[config.mk]
export PLATFORM = sky130hd
export DESIGN_NAME = pipeline_stall_scheduler
export DESIGN_NICKNAME = d
export VERILOG_FILES = /design/src/design/pss_pkg.sv /design/src/design/pipeline_stall_scheduler.sv /design/src/design/pss_history.sv /design/src/design/pss_resolve.sv
export SDC_FILE = /design/constraint.sdc
export NUM_CORES = 1
export LEC_CHECK = 0
export ABC_AREA = 1
export BUFFER_PORTS_ARGS = -buffer_cell sky130_fd_sc_hd__buf_4
export CORE_MARGIN = 10
export CORE_UTILIZATION = 40
export CTS_CLUSTER_DIAMETER = 200
export CTS_CLUSTER_SIZE = 12
export DETAILED_ROUTE_END_ITERATION = 8
export GPL_TIMING_DRIVEN = 1
export PLACE_DENSITY = 0.53
export SETUP_SLACK_MARGIN = 0.4
export SYNTH_ARGS = -nofsm -noshare
export SYNTH_HDL_FRONTEND = slang
export SYNTH_SLANG_ARGS = --single-unit
[constraint.sdc]
create_clock -name clk -period 11 [get_ports clk]
set_clock_uncertainty 0.05 [all_clocks]
set_input_delay 0.55 -clock clk [delete_from_list [all_inputs] [get_ports clk]]
set_output_delay 0.55 -clock clk [all_outputs]
set_load 0.01 [all_outputs]
[src/design/pss_pkg.sv]
// ----------------------------------------------------------------------------
// pss_pkg
// Shared constants, instruction classes and beat types for the pipeline
// stall scheduler.
// ----------------------------------------------------------------------------
`default_nettype none

package pss_pkg;

    // Sizing of the scheduler.
    localparam int HISTORY_DEPTH = 3;
    localparam int REG_COUNT     = 32;
    localparam int CYCLE_BITS    = 16;

    localparam int REG_BITS   = $clog2(REG_COUNT);
    localparam int CNT_BITS   = $clog2(HISTORY_DEPTH + 1);
    localparam int MODE_BITS  = 3;
    localparam int GAP_BITS   = 3;
    localparam int STALL_BITS = 3;
    localparam int TOTAL_BITS = CYCLE_BITS + 1;

    // Cycles from fetch until an instruction leaves writeback.
    localparam int BASE_LATENCY = 5;

    // Hazard gap after reset.
    localparam logic [GAP_BITS-1:0] GAP_RESET = GAP_BITS'(4);

    // Instruction classes.
    localparam logic [MODE_BITS-1:0] MODE_ALU    = 3'd0;
    localparam logic [MODE_BITS-1:0] MODE_LOAD   = 3'd1;
    localparam logic [MODE_BITS-1:0] MODE_STORE  = 3'd2;
    localparam logic [MODE_BITS-1:0] MODE_BRANCH = 3'd3;
    localparam logic [MODE_BITS-1:0] MODE_JUMP   = 3'd4;

    // One decoded instruction beat.
    typedef struct packed {
        logic [MODE_BITS-1:0] mode;
        logic [REG_BITS-1:0]  target;
        logic [REG_BITS-1:0]  src1;
        logic [REG_BITS-1:0]  src2;
    } instr_t;

    // One remembered instruction.
    typedef struct packed {
        logic [MODE_BITS-1:0]  mode;
        logic [REG_BITS-1:0]   target;
        logic [CYCLE_BITS-1:0] issue;
    } hist_entry_t;

    // Whole history, newest entry at index 0, plus the fill count.
    typedef struct packed {
        hist_entry_t [HISTORY_DEPTH-1:0] entry;
        logic [CNT_BITS-1:0]             count;
    } hist_t;

    // One result beat.
    typedef struct packed {
        logic [CYCLE_BITS-1:0] issue;
        logic [STALL_BITS-1:0] stall;
        logic [TOTAL_BITS-1:0] total;
    } result_t;

endpackage

`default_nettype wire

[src/design/pipeline_stall_scheduler.sv]
// ----------------------------------------------------------------------------
// pipeline_stall_scheduler
// Issue scheduler for a five-stage in-order pipeline without forwarding.
//
// Usage:
//   Decoded instructions arrive in execution order on the instr channel
//   (instr_valid / instr_stall). Each beat yields one beat on the result
//   channel (result_valid / result_stall) with the issue cycle, the bubbles
//   inserted before it and the cycle it leaves writeback.
//   The hazard gap is written through cfg_valid / cfg_ready / cfg_data; the user
//   must write it only while the block is idle, which the block itself does
//   not enforce; cfg_ready is always high. A beat passes through the input
//   register, then the result register. Throughput is one instruction per
//   cycle while the receiver does not stall, set by the single pass through the
//   history compare and the max select between those two registers; the
//   history updates as each instruction moves into the result register.
//   Reset empties both registers and the history and sets the gap to four.
//   When the receiver stalls, the result holds; the input register still
//   takes one more beat, and instr_stall rises only when both are full.
// ----------------------------------------------------------------------------
`default_nettype none

module pipeline_stall_scheduler
    import pss_pkg::*;
(
    input  wire logic                  clk,
    input  wire logic                  rst_n,

    input  wire logic                  cfg_valid,
    output logic                       cfg_ready,
    input  wire logic [GAP_BITS-1:0]   cfg_data,

    input  wire logic                  instr_valid,
    output logic                       instr_stall,
    input  wire logic [MODE_BITS-1:0]  mode,
    input  wire logic [REG_BITS-1:0]   target_reg,
    input  wire logic [REG_BITS-1:0]   src1_reg,
    input  wire logic [REG_BITS-1:0]   src2_reg,

    output logic                       result_valid,
    input  wire logic                  result_stall,
    output logic [CYCLE_BITS-1:0]      issue_cycle,
    output logic [STALL_BITS-1:0]      stall_cycles,
    output logic [TOTAL_BITS-1:0]      total_cycles
);

    logic [GAP_BITS-1:0] gap_reg;
    logic                in_vld_reg;
    logic                in_vld_next;
    instr_t              in_data_reg;
    logic                res_vld_reg;
    logic                res_vld_next;
    result_t             res_data_reg;
    logic                advance;
    logic                accept_in;
    logic                move;
    hist_t               hist;
    result_t             result;
    hist_entry_t         new_entry;

    // Configuration register.
    assign cfg_ready = 1'b1;

    always_ff @(posedge clk or negedge rst_n)
    begin
        if (!rst_n)
        begin
            gap_reg <= GAP_RESET;
        end
        else if (cfg_valid && cfg_ready)
        begin
            gap_reg <= cfg_data;
        end
    end

    // Handshake: the result register frees when empty or when its beat is taken.
    assign advance     = !res_vld_reg || !result_stall;
    assign move        = in_vld_reg && advance;
    assign instr_stall = in_vld_reg && !advance;
    assign accept_in   = instr_valid && !instr_stall;

    always_comb
    begin
        in_vld_next = in_vld_reg;
        if (accept_in)
        begin
            in_vld_next = 1'b1;
        end
        else if (move)
        begin
            in_vld_next = 1'b0;
        end
        res_vld_next = advance ? move : res_vld_reg;
    end

    always_ff @(posedge clk or negedge rst_n)
    begin
        if (!rst_n)
        begin
            in_vld_reg  <= 1'b0;
            res_vld_reg <= 1'b0;
        end
        else
        begin
            in_vld_reg  <= in_vld_next;
            res_vld_reg <= res_vld_next;
        end
    end

    // Payload registers.
    always_ff @(posedge clk)
    begin
        if (accept_in)
        begin
            in_data_reg.mode   <= mode;
            in_data_reg.target <= target_reg;
            in_data_reg.src1   <= src1_reg;
            in_data_reg.src2   <= src2_reg;
        end
        if (move)
        begin
            res_data_reg <= result;
        end
    end

    // Hazard resolution against the history.
    pss_resolve u_resolve (
        .instr     (in_data_reg),
        .hist      (hist),
        .gap       (gap_reg),
        .result    (result),
        .new_entry (new_entry)
    );

    pss_history u_history (
        .clk        (clk),
        .rst_n      (rst_n),
        .push       (move),
        .push_entry (new_entry),
        .hist       (hist)
    );

    assign result_valid = res_vld_reg;
    assign issue_cycle  = res_data_reg.issue;
    assign stall_cycles = res_data_reg.stall;
    assign total_cycles = res_data_reg.total;

    // The input side stalls only when both registers are full and the receiver stalls.
    assert property (@(posedge clk) disable iff (!rst_n)
        instr_stall |-> in_vld_reg && res_vld_reg && result_stall)
    else $error("input stalled without a full pipeline");

    // An instruction that moves on always shows up as a result beat.
    assert property (@(posedge clk) disable iff (!rst_n)
        move |=> result_valid)
    else $error("moved instruction lost");

    // The first instruction after reset issues in cycle zero with no bubbles.
    assert property (@(posedge clk) disable iff (!rst_n)
        move && (hist.count == '0) |=> (issue_cycle == '0) && (stall_cycles == '0))
    else $error("first instruction not issued in cycle zero");

    // Total cycles track the issue cycle by the base latency.
    assert property (@(posedge clk) disable iff (!rst_n)
        move |=> total_cycles == {1'b0, issue_cycle} + TOTAL_BITS'(BASE_LATENCY))
    else $error("total cycles out of step with issue cycle");

endmodule

`default_nettype wire

[src/design/pss_history.sv]
// ----------------------------------------------------------------------------
// pss_history
// Shift register of the most recent issued instructions with a saturating
// fill count.
// ----------------------------------------------------------------------------
`default_nettype none

module pss_history
    import pss_pkg::*;
(
    input  wire logic        clk,
    input  wire logic        rst_n,
    input  wire logic        push,
    input  wire hist_entry_t push_entry,
    output hist_t            hist
);

    hist_entry_t [HISTORY_DEPTH-1:0] entry_reg;
    logic [CNT_BITS-1:0]             count_reg;
    logic [CNT_BITS-1:0]             count_next;

    // Count saturates once the history is full.
    always_comb
    begin
        count_next = count_reg;
        if (push && (count_reg < CNT_BITS'(HISTORY_DEPTH)))
        begin
            count_next = count_reg + CNT_BITS'(1);
        end
    end

    always_ff @(posedge clk or negedge rst_n)
    begin
        if (!rst_n)
        begin
            count_reg <= '0;
        end
        else
        begin
            count_reg <= count_next;
        end
    end

    // Entries shift toward older positions on every push.
    always_ff @(posedge clk)
    begin
        if (push)
        begin
            for (int k = HISTORY_DEPTH - 1; k > 0; k--)
            begin
                entry_reg[k] <= entry_reg[k-1];
            end
            entry_reg[0] <= push_entry;
        end
    end

    assign hist.entry = entry_reg;
    assign hist.count = count_reg;

    // The fill count never passes the history depth.
    assert property (@(posedge clk) disable iff (!rst_n)
        count_reg <= CNT_BITS'(HISTORY_DEPTH))
    else $error("history count above depth");

    // A push into a history that is not full grows the count by one.
    assert property (@(posedge clk) disable iff (!rst_n)
        push && (count_reg < CNT_BITS'(HISTORY_DEPTH))
        |=> count_reg == $past(count_reg) + CNT_BITS'(1))
    else $error("history count did not advance on push");

endmodule

`default_nettype wire

[src/design/pss_resolve.sv]
// ----------------------------------------------------------------------------
// pss_resolve
// Hazard check of one instruction against the history and computation of
// its issue cycle, bubble count and total cycle count.
// ----------------------------------------------------------------------------
`default_nettype none

module pss_resolve
    import pss_pkg::*;
(
    input  wire instr_t              instr,
    input  wire hist_t               hist,
    input  wire logic [GAP_BITS-1:0] gap,
    output result_t                  result,
    output hist_entry_t              new_entry
);

    // Does a class read register r through its sources?
    function automatic logic reads_reg(
        input logic [MODE_BITS-1:0] m,
        input logic [REG_BITS-1:0]  s1,
        input logic [REG_BITS-1:0]  s2,
        input logic [REG_BITS-1:0]  r
    );
        logic hit;
        case (m)
            MODE_ALU, MODE_BRANCH: hit = (s1 == r) || (s2 == r);
            MODE_LOAD, MODE_STORE: hit = (s1 == r);
            default:               hit = 1'b0;
        endcase
        return hit;
    endfunction

    // Data conflict between an older producer and the new instruction.
    function automatic logic conflicts(
        input hist_entry_t p,
        input instr_t      c
    );
        logic has_target;
        logic raw;
        logic load_store;
        has_target = (p.mode == MODE_ALU) || (p.mode == MODE_LOAD)
                     || (p.mode == MODE_STORE);
        raw        = has_target && reads_reg(c.mode, c.src1, c.src2, p.target);
        load_store = (p.mode == MODE_LOAD) && (c.mode == MODE_STORE)
                     && (p.target == c.target);
        return raw || load_store;
    endfunction

    logic                  hit;
    logic [TOTAL_BITS-1:0] need;
    logic [TOTAL_BITS-1:0] base;
    logic [TOTAL_BITS-1:0] pos;
    logic [TOTAL_BITS-1:0] diff;
    logic [CYCLE_BITS-1:0] issue;

    // The nearest conflicting producer sets the earliest issue.
    always_comb
    begin
        hit  = 1'b0;
        need = '0;
        base = {1'b0, hist.entry[0].issue} + TOTAL_BITS'(1);
        for (int k = 0; k < HISTORY_DEPTH; k++)
        begin
            if (!hit && (CNT_BITS'(k) < hist.count) && conflicts(hist.entry[k], instr))
            begin
                hit  = 1'b1;
                need = {1'b0, hist.entry[k].issue} + TOTAL_BITS'(gap);
            end
        end
        if (hist.count == '0)
        begin
            base = '0;
            pos  = '0;
        end
        else if (hit && (need > base))
        begin
            pos = need;
        end
        else
        begin
            pos = base;
        end
        diff = pos - base;
    end

    // Saturate the issue cycle at the top of its range.
    assign issue = pos[CYCLE_BITS] ? '1 : pos[CYCLE_BITS-1:0];

    assign result.issue = issue;
    assign result.stall = diff[STALL_BITS-1:0];
    assign result.total = {1'b0, issue} + TOTAL_BITS'(BASE_LATENCY);

    assign new_entry.mode   = instr.mode;
    assign new_entry.target = instr.target;
    assign new_entry.issue  = issue;

endmodule

`default_nettype wire

**Word-level counts from Yosys, hierarchy flattened**

Cells that the tools add are included.

- Bits in latches: 0
- Memories: 0
- Output and inout bits: 39
- Logic and storage cells: 110
- Input port bits: 26
- Memory bits (read-only): 0
- Memory bits (writable): 0
- Register bits after elaboration: 117

- $mul: 0
- Eq/ne operators: 18
- Order comparisons: 5
- Reduce and logical (&&, ||, !) cells: 46
- Divide/modulo/power cells: 0
- Bitwise operators: 0
- Multiplexer cells: 15
- Shifts and indexed selects: 0
- $add $sub $neg: 7

Operators by type and width:

| operator | count |
|---|---|
| 17-bit two-way mux | 5 |
| 16-bit by 3-bit adder with 17-bit output | 3 |
| 5-bit == test | 9 |
| 1-bit logical AND | 19 |
| 16-bit by 1-bit adder with 17-bit output (second input constant) | 1 |
| 16-bit by 3-bit adder with 17-bit output (second input constant) | 1 |
| 17-bit > comparator | 1 |
| 16-bit two-way mux | 1 |
| 3-bit by 2-bit == test with 1-bit output (second input constant) | 5 |
| 1-bit logical OR | 13 |
| 3-bit by 1-bit == test with 1-bit output (second input constant) | 4 |
| 3-bit zero test | 4 |
| 1-bit zero test | 6 |
| 1-bit case mux with 2 select lines | 3 |
| 1-bit two-way mux | 5 |
| 1-bit by 2-bit less-than comparator with 1-bit output (first input constant) | 2 |
| 2-bit OR reduction | 2 |
| 3-bit two-way mux | 1 |
| 3-bit subtractor | 1 |
| 2-bit by 1-bit adder with 2-bit output (second input constant) | 1 |
| 2-bit zero test | 1 |
| 2-bit less-than comparator (first input constant) | 1 |
| 2-bit less-than comparator (second input constant) | 1 |
| 2-bit nonzero test | 1 |

**Depth between registers and ports, before layout**

Gate-level depths: netlist (run 1).

- Depth in word-level cells: 21
- Gate-level depth with buffers: 39

**Modules after synthesis**

From an unflattened synthesis (run 1), not the netlist that was laid out.

- Cell total of the unflattened synthesis: 938
- Area, all modules: 8385.5 um^2

By module, submodules not included:

| module | cells each | area each (um^2) | times used |
|---|---|---|---|
| pss_resolve | 774 | 4280.4 | 1 |
| pss_history | 84 | 2263.4 | 1 |
| pipeline_stall_scheduler | 80 | 1841.8 | 1 |

**Worst setup path before layout (run 1)**

OpenSTA, ideal clock, no wires.

- Kind: register -> register
- From: register res_vld_reg (netlist: result_valid)
- To: register u_history.count_reg[0]
- Arrival time: 5.785 ns
- Required time: 10.804 ns
- Path buffers: 0
- Library setup time: 0.146 ns
- Slack: 5.019 ns
- Clock period less this slack: 5.981 ns
- Stages on the path, launching flop included: 4
- Cell sequence: dfrtp_1 a21oi_1 nand2_1 xor2_1

- Longest elaborated chain between the ends: 4

RTL lines:

| item | line | RTL |
|---|---|---|
| start, declared | pipeline_stall_scheduler.sv:51 | `logic res_vld_reg;` |
| start signal, assigned | pipeline_stall_scheduler.sv:106 | `res_vld_reg <= res_vld_next;` |
| 1-bit zero test | pipeline_stall_scheduler.sv:77 | `assign advance = !res_vld_reg \|\| !result_stall;` |
| 1-bit logical OR | pipeline_stall_scheduler.sv:77 |  |
| 1-bit logical AND | pipeline_stall_scheduler.sv:78 | `assign move = in_vld_reg && advance;` |
| via move | pipeline_stall_scheduler.sv:56 | `logic move;` |
| 1-bit logical AND | pss_history.sv:26 | `if (push && (count_reg < CNT_BITS'(HISTORY_DEPTH)))` |
| end signal, assigned | pss_history.sv:40 | `count_reg <= count_next;` |
| end, declared | pss_history.sv:19 | `logic [CNT_BITS-1:0] count_reg;` |

The timed path passes the listed nets, and every way through them passes these cells.
A chain may end at the register's enable or synchronous reset.

==> impl_metrics.csv, run 1 <==
group,metric,value,unit
worst_setup_path,critPathMaxFanout,14,
final_layout,n_antenna_cell,0,
drt,via_per_inst,4.858,
drt,drt_iter0_markers,460,
logic_synthesis,yosys-top-cells-area,"edfxtp_1 (42%), nand2_1 (12%), inv_1 (5.6%)",
logic_synthesis,synth_cells,944,
logic_synthesis,yosysSeqAreaShare,44.17,%
worst_setup_path,cp_common_cell,"nand2_1",
logic_synthesis,ys_ff_latch,117,
logic_synthesis,synth_edf_count,110,
place,dp_hpwl,16.19,mm
clock_tree,post_cts_buffers,0,
drt,drc,0,
logic_synthesis,ys_types,42,
clock_tree,clk-insertion-delay-late,0.42,ns
pwr,p_leak,4.143,nW
die,ios,65,
worst_setup_path,cp_data_arrival_time,6.03,ns
worst_setup_path,critPathLaunchType,"flip-flop",
global_route,grt_pass1_vias,6066,
die,die_x,160.3,µm
timing,maxSlewHeadroom,43.81,%
die,initial_utilization,40.61,%
drt,first_pass_iters,5,
clock_tree,cts_buffers,17,
hold_path,whs_path_depth,1,
logic_synthesis,netlist_area,7878,µm²
logic_synthesis,synth.top_cell.area_share,41.93,%
flow_run,cap_violations,0,
timing,rsz0062_at_grt,"no",
global_route,grtUsageTotal,16.37,%
global_route,grt_max_degree,61,
final_layout,fin_nets,1064,
timing,fin_crit,5.894,ns
die,placementRows,51,
final_layout,drive_gt1_share,15.37,%
timing,setup_viol,0,
die,fp.dieH,160.3,µm
logic_synthesis,synth_top_area_cell,"edfxtp_1",
timing,max_clock_freq,0.1697,GHz
run_status,status,"complete, no violations",
die,core,19400,µm²
logic_synthesis,avgSynthCellArea,8.345,µm²
timing,worst_pin_slew,0.8429,ns
logic_synthesis,synth_ff_type,"edfxtp_1",
timing,fin_ws,5.107,ns
worst_setup_path,max_stage_delay,0.57,ns
clock_tree,root_buffer,"clkbuf_16",
worst_setup_path,cp-end-kind,"flip-flop",
clock_tree,path_clk_slew,0.06,ns
global_route,antenna_found_initial,0,
clock_tree,clock-sinks,117,
worst_setup_path,crit_required,11.13,ns
hold_path,worstHoldPathType,"in -> reg",
drt,ant_nets,0,
die,die_area,25710,µm²
global_route,grt_pass1_wl,33.23,mm
logic_synthesis,synthArstFlopShare,5.983,%
timing,slew_violations,0,
drt,vias,6218,
logic_synthesis,synth.most_common_cell,"nand2_1",
worst_setup_path,cp_slowest_cell,"edfxtp_1",
logic_synthesis,yosys_warnings,0,
worst_setup_path,reg2reg_depth,34,
drt,drt-wirelength-per-cell,16.32,µm
logic_synthesis,synth_nets,1006,
final_layout,area_growth,15.36,%
timing,setup_tns,0,ns
clock_tree,ctsLongestPathBuffers,2,
timing,fin_crit_sh,53.58,%
final_layout,largest_reg_flops,72,
clock_tree,cts_tree,"built",
logic_synthesis,yosys-top-cells-count,"nand2_1 (256), inv_1 (118), edfxtp_1 (110)",
worst_setup_path,critPathKind,"reg -> reg",
place,place_ws,5.095,ns
place,gp_congestion,0.9724,
pwr,power_density,163.4,nW/µm²
drt,finalWirelength,20.89,mm
place,numPortBuffers,63,
global_route,grt.overflow.total,0,
clock_tree,htreeDepth,4,
timing,final_hold_viol_count,0,
pwr,ir_drop,0.0001231,V
[placed cells by master, fill, tap and decap left out, types with 4 or more instances in the layout]
cell / n
nand2_1: 256
inv_1: 118
edfxtp_1: 110
nor2_1: 81
nand3_1: 74
buf_4: 65
xor2_1: 44
ha_1: 32
a21oi_1: 30
xnor2_1: 23
o21ai_0: 21
nand4_1: 20
nor3_1: 19
clkbuf_16: 17
inv_2: 13
nand2_2: 12
nand2_4: 10
dfrtp_1: 6
o21ai_1: 5
or2_2: 5
inv_6: 5
fa_1: 4
[path summary, 6_finish.rpt]
check / from / end / slack (ns)
setup / recovery: u_history.hist[2]$_DFFE_PP_ / total_cycles[10]$_DFFE_PP_ / 5.11
hold / removal: target_reg[4] / in_data_reg[14]$_DFFE_PP_ / 0.25
setup reg to reg: u_history.hist[2]$_DFFE_PP_ / total_cycles[10]$_DFFE_PP_ / 5.11
hold reg to reg: u_history.hist[26]$_DFFE_PP_ / u_history.hist[50]$_DFFE_PP_ / 0.40
max in group asynchronous: rst_n / gap_reg[2]$_DFFE_PN1P_ / 10.26
min in group asynchronous: rst_n / result_valid$_DFFE_PN0P_ / 0.43
[routing by layer]
layer  global-route usage (%)  part of all wire, %  up-vias
li1                         -                    -     3190
met3                    3.195                  4.6       13
met1                    23.02                   49     2867
met4                    4.508                  1.0        0
met2                    25.11                   45      148
met5                        0                    0        -
[report_power, final]
part / switching, mW / internal, mW / leakage (nW) / total, mW
registers: 0.0577 / 0.565 / 1.12 / 0.623
logic: 0.202 / 0.120 / 2.74 / 0.321
clock network: 0.224 / 0.317 / 0.276 / 0.541
[critical path, delay by kind of cell, from the launching register on]
| kind | cells | cell delay (ns) |
|---|---|---|
| buffers and inverters | 6 | 0.34 |
| AO/OA/AOI/OAI | 3 | 0.42 |
| adder cells (fa/ha/maj) | 4 | 1.13 |
| XOR/XNOR | 1 | 0.12 |
| AND/OR/NAND/NOR | 20 | 3.02 |
| flip-flops | 1 | 0.57 |
[cells by family after synthesis]
logic type | share of synthesized area [%]
other cells | 0.04760
xor+xnor | 7.449
mux | 0.2859
simple gates | 28.11
compound gates | 4.940
flops | 44.17
buf+inv | 8.895
fa+ha+maj | 6.099
[stage by stage]
stage                     hold WS [ns]  util, %  power (mW)  cells  cell area (µm²)
after floorplan                 0.2044        -      0.8393    944             7878
after global placement          0.3235    43.85      0.9554   1247             8506
after detailed placement        0.3244    43.85      0.9523   1247             8506
after CTS                       0.2342    46.85       1.500   1280             9087
after global routing            0.2304    46.85       1.566   1280             9087
final                           0.2505    46.85       1.485   1280             9087
[cell type report]
cell class	count	area [µm²]
Inverter	132	498.0
Multi-Input combinational cell	668	3709
Fill cell	1940	10310
Clock buffer	18	429.2
Clock inverter	14	142.6
Tap cell	265	331.6
Timing Repair Buffer	66	498.0
Sequential cell	117	3480
[timing repair]
| item | 4_1_cts | 5_1_grt |
|---|---|---|
| gates resized for setup | 0 | 0 |
| hold endpoints to repair | 6 | 0 |
| hold buffers | 1 | 0 |
Note: power is estimated with default switching activity, not from simulation.
==> run 2: changes to the inputs <==
--- a/config.mk
+++ b/config.mk
@@ -13,7 +13,7 @@
 export CTS_CLUSTER_SIZE = 12
 export DETAILED_ROUTE_END_ITERATION = 8
 export GPL_TIMING_DRIVEN = 1
-export PLACE_DENSITY = 0.53
+export PLACE_DENSITY = 0.55
 export SETUP_SLACK_MARGIN = 0.4
 export SYNTH_ARGS = -nofsm -noshare
 export SYNTH_HDL_FRONTEND = slang
==> constraint.sdc (replaced) <==
create_clock -name clk -period 5.1 [get_ports clk]
set_clock_uncertainty 0.05 [all_clocks]
set_input_delay 0.255 -clock clk [delete_from_list [all_inputs] [get_ports clk]]
set_output_delay 0.255 -clock clk [all_outputs]
set_load 0.01 [all_outputs]
==> run 2 against run 1 <==
Net effect:
- critical path depth is 4 lower
- highest routed layer unchanged
- largest cell class unchanged
- critical path type unchanged
- die area did not move
- register-to-register slack worse by 4.6 ns
- via count rose by 7.9%
==> impl_metrics.csv, run 2 (synthesis results as in run 1) <==
group,metric,value,unit
die,initial_utilization,40.61,%
place,gp_congestion,0.9111,
worst_setup_path,reg2reg_slack,0.48,ns
final_layout,fin_area,10730,µm²
pwr,ir_drop,0.0002188,V
worst_setup_path,cp_top_family,"simple AND/OR/NAND/NOR gates",
drt,first_pass_iters,7,
global_route,antenna_found_initial,0,
die,die_x,160.3,µm
clock_tree,root_buffer,"clkbuf_16",
worst_setup_path,crit_required,5.22,ns
timing,fin_crit_sh,90.61,%
worst_setup_path,cp_slowest_cell,"edfxtp_1",
clock_tree,path_clk_slew,0.06,ns
flow_run,cap_violations,0,
die,die_area,25710,µm²
hold_path,whs_path_depth,3,
final_layout,n_antenna_cell,0,
worst_setup_path,critPathLaunchType,"flip-flop",
final_layout,drive_gt1_share,30.29,%
clock_tree,ctsLongestPathBuffers,2,
final_layout,final_common_cell,"nand2_1",
die,fp.dieH,160.3,µm
drt,drt_iter0_markers,417,
timing,rsz0062_at_grt,"yes",
place,numPortBuffers,63,
drt,drc,0,
worst_setup_path,cp_num_buf_inv,6,
global_route,grt_max_degree,58,
worst_setup_path,max_stage_delay,0.49,ns
clock_tree,cts_buffers,17,
run_status,status,"complete, no violations",
die,core,19400,µm²
hold_path,worstHoldPathType,"in -> reg",
global_route,grtUsageTotal,16.52,%
worst_setup_path,cp_data_arrival_time,4.74,ns
die,ios,65,
drt,vias,6711,
clock_tree,cts_tree,"built",
drt,via_per_inst,4.895,
timing,slew_violations,0,
timing,setup_viol,0,
clock_tree,clock-sinks,117,
final_layout,final_cell_mix,"nand2_1 (225), buf_4 (126), edfxtp_1 (110)",
clock_tree,htreeDepth,4,
timing,max_clock_freq,0.2164,GHz
final_layout,fin_nets,1155,
final_layout,n_fill_cell,1768,
place,dp_hpwl,15.94,mm
worst_setup_path,reg2reg_depth,30,
clock_tree,clk-insertion-delay-late,0.42,ns
final_layout,largest_reg_flops,72,
global_route,grt.overflow.total,0,
worst_setup_path,critPathMaxFanout,11,
drt,ant_nets,0,
timing,fin_crit,4.621,ns
pwr,p_leak,4.710,nW
die,placementRows,51,
timing,worst_pin_slew,0.7646,ns
global_route,grt_pass1_vias,6333,
global_route,grt_pass1_wl,33.96,mm
worst_setup_path,cp.depth,30,
timing,maxSlewHeadroom,49.03,%
drt,finalWirelength,22.24,mm
drt,drt-wirelength-per-cell,16.22,µm
worst_setup_path,critPathKind,"reg -> reg",
place,place_area,8653,µm²
worst_setup_path,cp_common_cell,"nand2_1",
timing,final_hold_viol_count,0,
worst_setup_path,cp-end-kind,"flip-flop",
final_layout,area_growth,36.23,%
pwr,power_density,335.6,nW/µm²
timing,setup_tns,0,ns
run 2: cell count changes in the layout (fill, tap and decap cells not counted), moves of 15 or more:
cell and change:
nand3_1 -15, buf_4 +61, nor2_1 -19, nand2_1 -31, dlygate4sd3_1 +19, nand2_2 +16
run 2: final cells by class:
type,count,area (µm²),share of cell area [%]
multi-input cells,668,4462,41.58
inverters,132,505.5,4.710
flip-flops and latches,117,3482,32.45
repair buffers,157,1306,12.17
clock inverters,9,176.4,1.644
well taps,265,331.6,3.090
clock buffers,23,467.9,4.361
run 2: power by group:
part / switching [mW] / internal [mW] / total, mW
logic: 0.548 / 0.401 / 0.949
registers: 0.113 / 1.22 / 1.33
clock network: 0.429 / 0.892 / 1.32
run 2: worst paths after layout:
kind                                         startpoint                            to
min in group asynchronous                         rst_n        in_vld_reg$_DFFE_PN0P_
max in group asynchronous                         rst_n        gap_reg[2]$_DFFE_PN1P_
min reg2reg                u_history.hist[25]$_DFFE_PP_  u_history.hist[49]$_DFFE_PP_
max                        u_history.hist[18]$_DFFE_PP_    total_cycles[11]$_DFFE_PP_
max reg2reg                u_history.hist[18]$_DFFE_PP_    total_cycles[11]$_DFFE_PP_
min                                         cfg_data[1]        gap_reg[1]$_DFFE_PN0P_
run 2: timing repair:
item	CTS	global route
hold buffers	20	0
cloned	0	2
setup buffers	29	23
pin swaps	21	64
setup endpoints to repair	16	18
endpoints found under the hold margin	26	0
resized for setup	47	131
run 2: worst register-to-register path, delay by kind of cell, from the launching register on:
kind	cells	cell delay, ns
AND/OR/NAND/NOR	19	2.22
adder cells (fa/ha/maj)	1	0.28
buffers and inverters	6	0.67
AO/OA/AOI/OAI	2	0.31
flip-flops	1	0.49
XOR/XNOR	2	0.35
run 2: per-layer routing:
metal	track usage [%]	share of wire [%]
met5	0	0
met3	2.965	4.2
met1	23.47	48
met4	5.050	1.7
met2	25.02	46
run 2: per-stage QoR:
stage	setup slack, ns	power [mW]	utilization [%]	hold slack [ns]	std cells
6_report	0.4791	3.602	55.32	0.01511	1371
2_1_floorplan	0.4248	1.804	-	-0.09059	944
4_1_cts	0.3918	3.460	51.15	0.01281	1346
5_1_grt	0.2003	3.776	55.32	0.02138	1371
3_3_place_gp	0.1214	2.066	44.61	0.02373	1265
3_5_place_dp	0.09564	2.061	44.61	0.02308	1265
==> run 3: changes to the inputs <==
--- a/config.mk
+++ b/config.mk
@@ -5,15 +5,14 @@
 export SDC_FILE = /design/constraint.sdc
 export NUM_CORES = 1
 export LEC_CHECK = 0
-export ABC_AREA = 1
 export BUFFER_PORTS_ARGS = -buffer_cell sky130_fd_sc_hd__buf_4
 export CORE_MARGIN = 10
-export CORE_UTILIZATION = 40
-export CTS_CLUSTER_DIAMETER = 200
+export CORE_UTILIZATION = 39
+export CTS_CLUSTER_DIAMETER = 60
 export CTS_CLUSTER_SIZE = 12
 export DETAILED_ROUTE_END_ITERATION = 8
 export GPL_TIMING_DRIVEN = 1
-export PLACE_DENSITY = 0.55
+export PLACE_DENSITY = 0.54
 export SETUP_SLACK_MARGIN = 0.4
 export SYNTH_ARGS = -nofsm -noshare
 export SYNTH_HDL_FRONTEND = slang
==> run 3 against run 2 <==
Net effect:
- the flow now finishes with violations (setup timing)
- highest routed layer unchanged
- die area up 0.62%
- register-to-register slack worse by 0.50 ns
- hold slack better by 0.011 ns
- combinational power down 13%
- critical endpoint is now total_cycles[12]$_DFFE_PP_
- synthesized cell count down 26%
==> impl_metrics.csv, run 3 <==
group,metric,value,unit
flow_run,cap_violations,0,
worst_setup_path,critPathMaxFanout,6,
die,die_area,25870,µm²
worst_setup_path,timing.rr.end,"total_cycles[12]$_DFFE_PP_",
run_status,status,"finished with violations",
global_route,antenna_found_initial,0,
logic_synthesis,synth_nets,765,
place,numPlacedInstances,1148,
worst_setup_path,critPathLaunchType,"flip-flop",
worst_setup_path,worstSetupStartpoint,"in_data_reg[0]$_DFFE_PP_",
place,gp_congestion,1.017,
clock_tree,htreeDepth,4,
drt,drt_iter0_markers,588,
final_layout,drive_gt1_share,44.08,%
logic_synthesis,ys_ff_latch,117,
timing,worst_pin_slew,0.8665,ns
hold_path,whs_path_depth,2,
worst_setup_path,reg2reg_slack,-0.02,ns
pwr,power,3.304,mW
global_route,grt_max_degree,59,
global_route,busiest_layer,"met2",
clock_tree,clock-sinks,117,
run_status,violations,"setup timing",
global_route,grt.overflow.total,0,
pwr,p_leak,4.547,nW
final_layout,n_fill_cell,1657,
place,numPortBuffers,63,
final_layout,area_growth,47.98,%
logic_synthesis,synthArstFlopShare,5.983,%
drt,vias,6742,
logic_synthesis,synth_ff_type,"edfxtp_1",
timing,fin_ws,-0.01974,ns
die,placementRows,51,
place,place_area,9559,µm²
die,core,19460,µm²
die,fp.dieH,160.8,µm
logic_synthesis,synth.most_common_cell,"edfxtp_1",
worst_setup_path,reg2reg_depth,23,
timing,final_hold_viol_count,0,
drt,via_per_inst,5.376,
hold_path,min_to,"gap_reg[0]$_DFFE_PN0P_",
logic_synthesis,ys_types,95,
drt,ant_nets,0,
global_route,grtUsageMet1,28.22,%
clock_tree,root_buffer,"clkbuf_16",
drt,drt-wirelength-per-cell,21.38,µm
final_layout,fin_area,11450,µm²
final_layout,n_antenna_cell,0,
global_route,use_met2,30.69,%
final_layout,final_common_cell,"buf_4",
pwr,power_density,288.7,nW/µm²
timing,slew_violations,0,
timing,rsz0062_at_grt,"yes",
die,ios,65,
logic_synthesis,yosys-top-cells-area,"edfxtp_1 (43%), xnor2_1 (8.0%), xor2_1 (5.2%)",
timing,setup_viol,1,
worst_setup_path,crit_required,5.22,ns
final_layout,fin_util,58.81,%
final_layout,largest_reg_flops,72,
clock_tree,cts_buffers,17,
logic_synthesis,synth_edf_count,110,
global_route,grt_pass1_wl,40.79,mm
worst_setup_path,crit-reg2reg-launch,"in_data_reg[0]$_DFFE_PP_",
global_route,grtUsageTotal,20.29,%
drt,first_pass_iters,5,
clock_tree,ctsLongestPathBuffers,2,
logic_synthesis,netlist_area,7735,µm²
logic_synthesis,avgSynthCellArea,11.00,µm²
die,die_x,160.8,µm
worst_setup_path,critPathKind,"reg -> reg",
timing,setup_tns,-0.01974,ns
hold_path,worstHoldPathType,"in -> reg",
logic_synthesis,synth_cells,703,
logic_synthesis,yosysSeqAreaShare,44.99,%
drt,finalWirelength,26.81,mm
timing,maxSlewHeadroom,42.23,%
global_route,met3_usage,5.343,%
timing,whs,0.02620,ns
timing,fin_crit_sh,100.4,%
final_layout,final_cell_mix,"buf_4 (250), edfxtp_1 (110), xnor2_1 (69)",
clock_tree,path_clk_slew,0.06,ns
logic_synthesis,yosys-top-cells-count,"edfxtp_1 (110), xnor2_1 (71), nand2_1 (53)",
final_layout,fin_nets,1038,
pwr,ir_drop,0.0002651,V
logic_synthesis,synth.top_cell.area_share,42.70,%
worst_setup_path,cp-end-kind,"flip-flop",
logic_synthesis,yosys_warnings,0,
die,initial_utilization,39.74,%
timing,fin_crit,5.120,ns
final_layout,layout.cells.non_filler,1254,
hold_path,worstHoldStart,"cfg_data[0]",
global_route,grt_pass1_vias,6930,
place,place_ws,-0.4137,ns
place,dp_hpwl,20.09,mm
drt,drc,0,
clock_tree,clk-insertion-delay-late,0.42,ns
logic_synthesis,synth_top_area_cell,"edfxtp_1",
timing,max_clock_freq,0.1953,GHz
clock_tree,cts_tree,"built",
worst_setup_path,cp_data_arrival_time,5.24,ns
run 3: repair_timing:
item | CTS | global route
setup endpoints to repair | 35 | 34
endpoints found under the hold margin | 27 | 0
gates resized for setup | 85 | 53
cloned | 1 | 1
hold buffers | 22 | 0
pin swaps | 44 | 40
setup buffers | 35 | 15
run 3: power breakdown:
part / leakage (nW) / total (mW) / switching [mW] / internal, mW
logic: 3.13 / 0.830 / 0.435 / 0.395
registers: 1.13 / 1.25 / 0.0781 / 1.17
clock network: 0.288 / 1.23 / 0.454 / 0.771
total: 4.55 / 3.30 / 0.968 / 2.34
run 3: worst max-delay path by stage:
stage	end
after floorplan	total_cycles[12]$_DFFE_PP_
after global placement	total_cycles[14]$_DFFE_PP_
after detailed placement	total_cycles[14]$_DFFE_PP_
after CTS	total_cycles[12]$_DFFE_PP_
after global routing	total_cycles[12]$_DFFE_PP_
final	total_cycles[12]$_DFFE_PP_
run 3: critical path, cell delays in order, from the launching register on:
cell       delay, ns
edfxtp_1        0.47
xor2_2          0.21
or4_4           0.57
a2bb2o_4        0.23
a22oi_1         0.06
buf_4           0.17
buf_6           0.13
nor3_4          0.16
a21oi_4         0.07
o21ai_4         0.21
ha_4            0.25
a21oi_4         0.17
o21ai_2         0.10
a2111oi_4       0.39
o21ai_2         0.12
o311ai_4        0.14
mux2i_2         0.31
o21ai_1         0.13
inv_1           0.14
ha_4            0.15
nand2b_4        0.14
and3b_2         0.23
nand4_1         0.12
xnor2_1         0.14
run 3: cell type report:
cell class	count	area (µm²)	area share, %
flip-flops and latches	117	3480	30.40
inverters	27	106.4	0.9292
well taps	265	331.6	2.897
clock buffers	17	425.4	3.717
multi-input cells	524	4621	40.37
clock inverters	15	178.9	1.563
repair buffers	289	2303	20.12
run 3: cell families after synthesis:
| logic type | count (synthesis) | share of synthesized area [%] |
|---|---|---|
| AOI/OAI and AO/OA | 133 | 13.43 |
| xor gates and xnor gates | 117 | 13.25 |
| adders and majority gates | 36 | 6.212 |
| buffers and inverters | 63 | 4.319 |
| DFF | 117 | 44.99 |
| muxes | 5 | 0.6955 |
| other | 1 | 0.04848 |
| and+or+nand+nor | 231 | 17.07 |
run 3: per-layer routing:
layer | share of wire [%] | vias up
met5 | 0 | -
li1 | - | 3154
met3 | 7.0 | 34
met1 | 47 | 3315
met4 | 1.2 | 0
met2 | 45 | 239
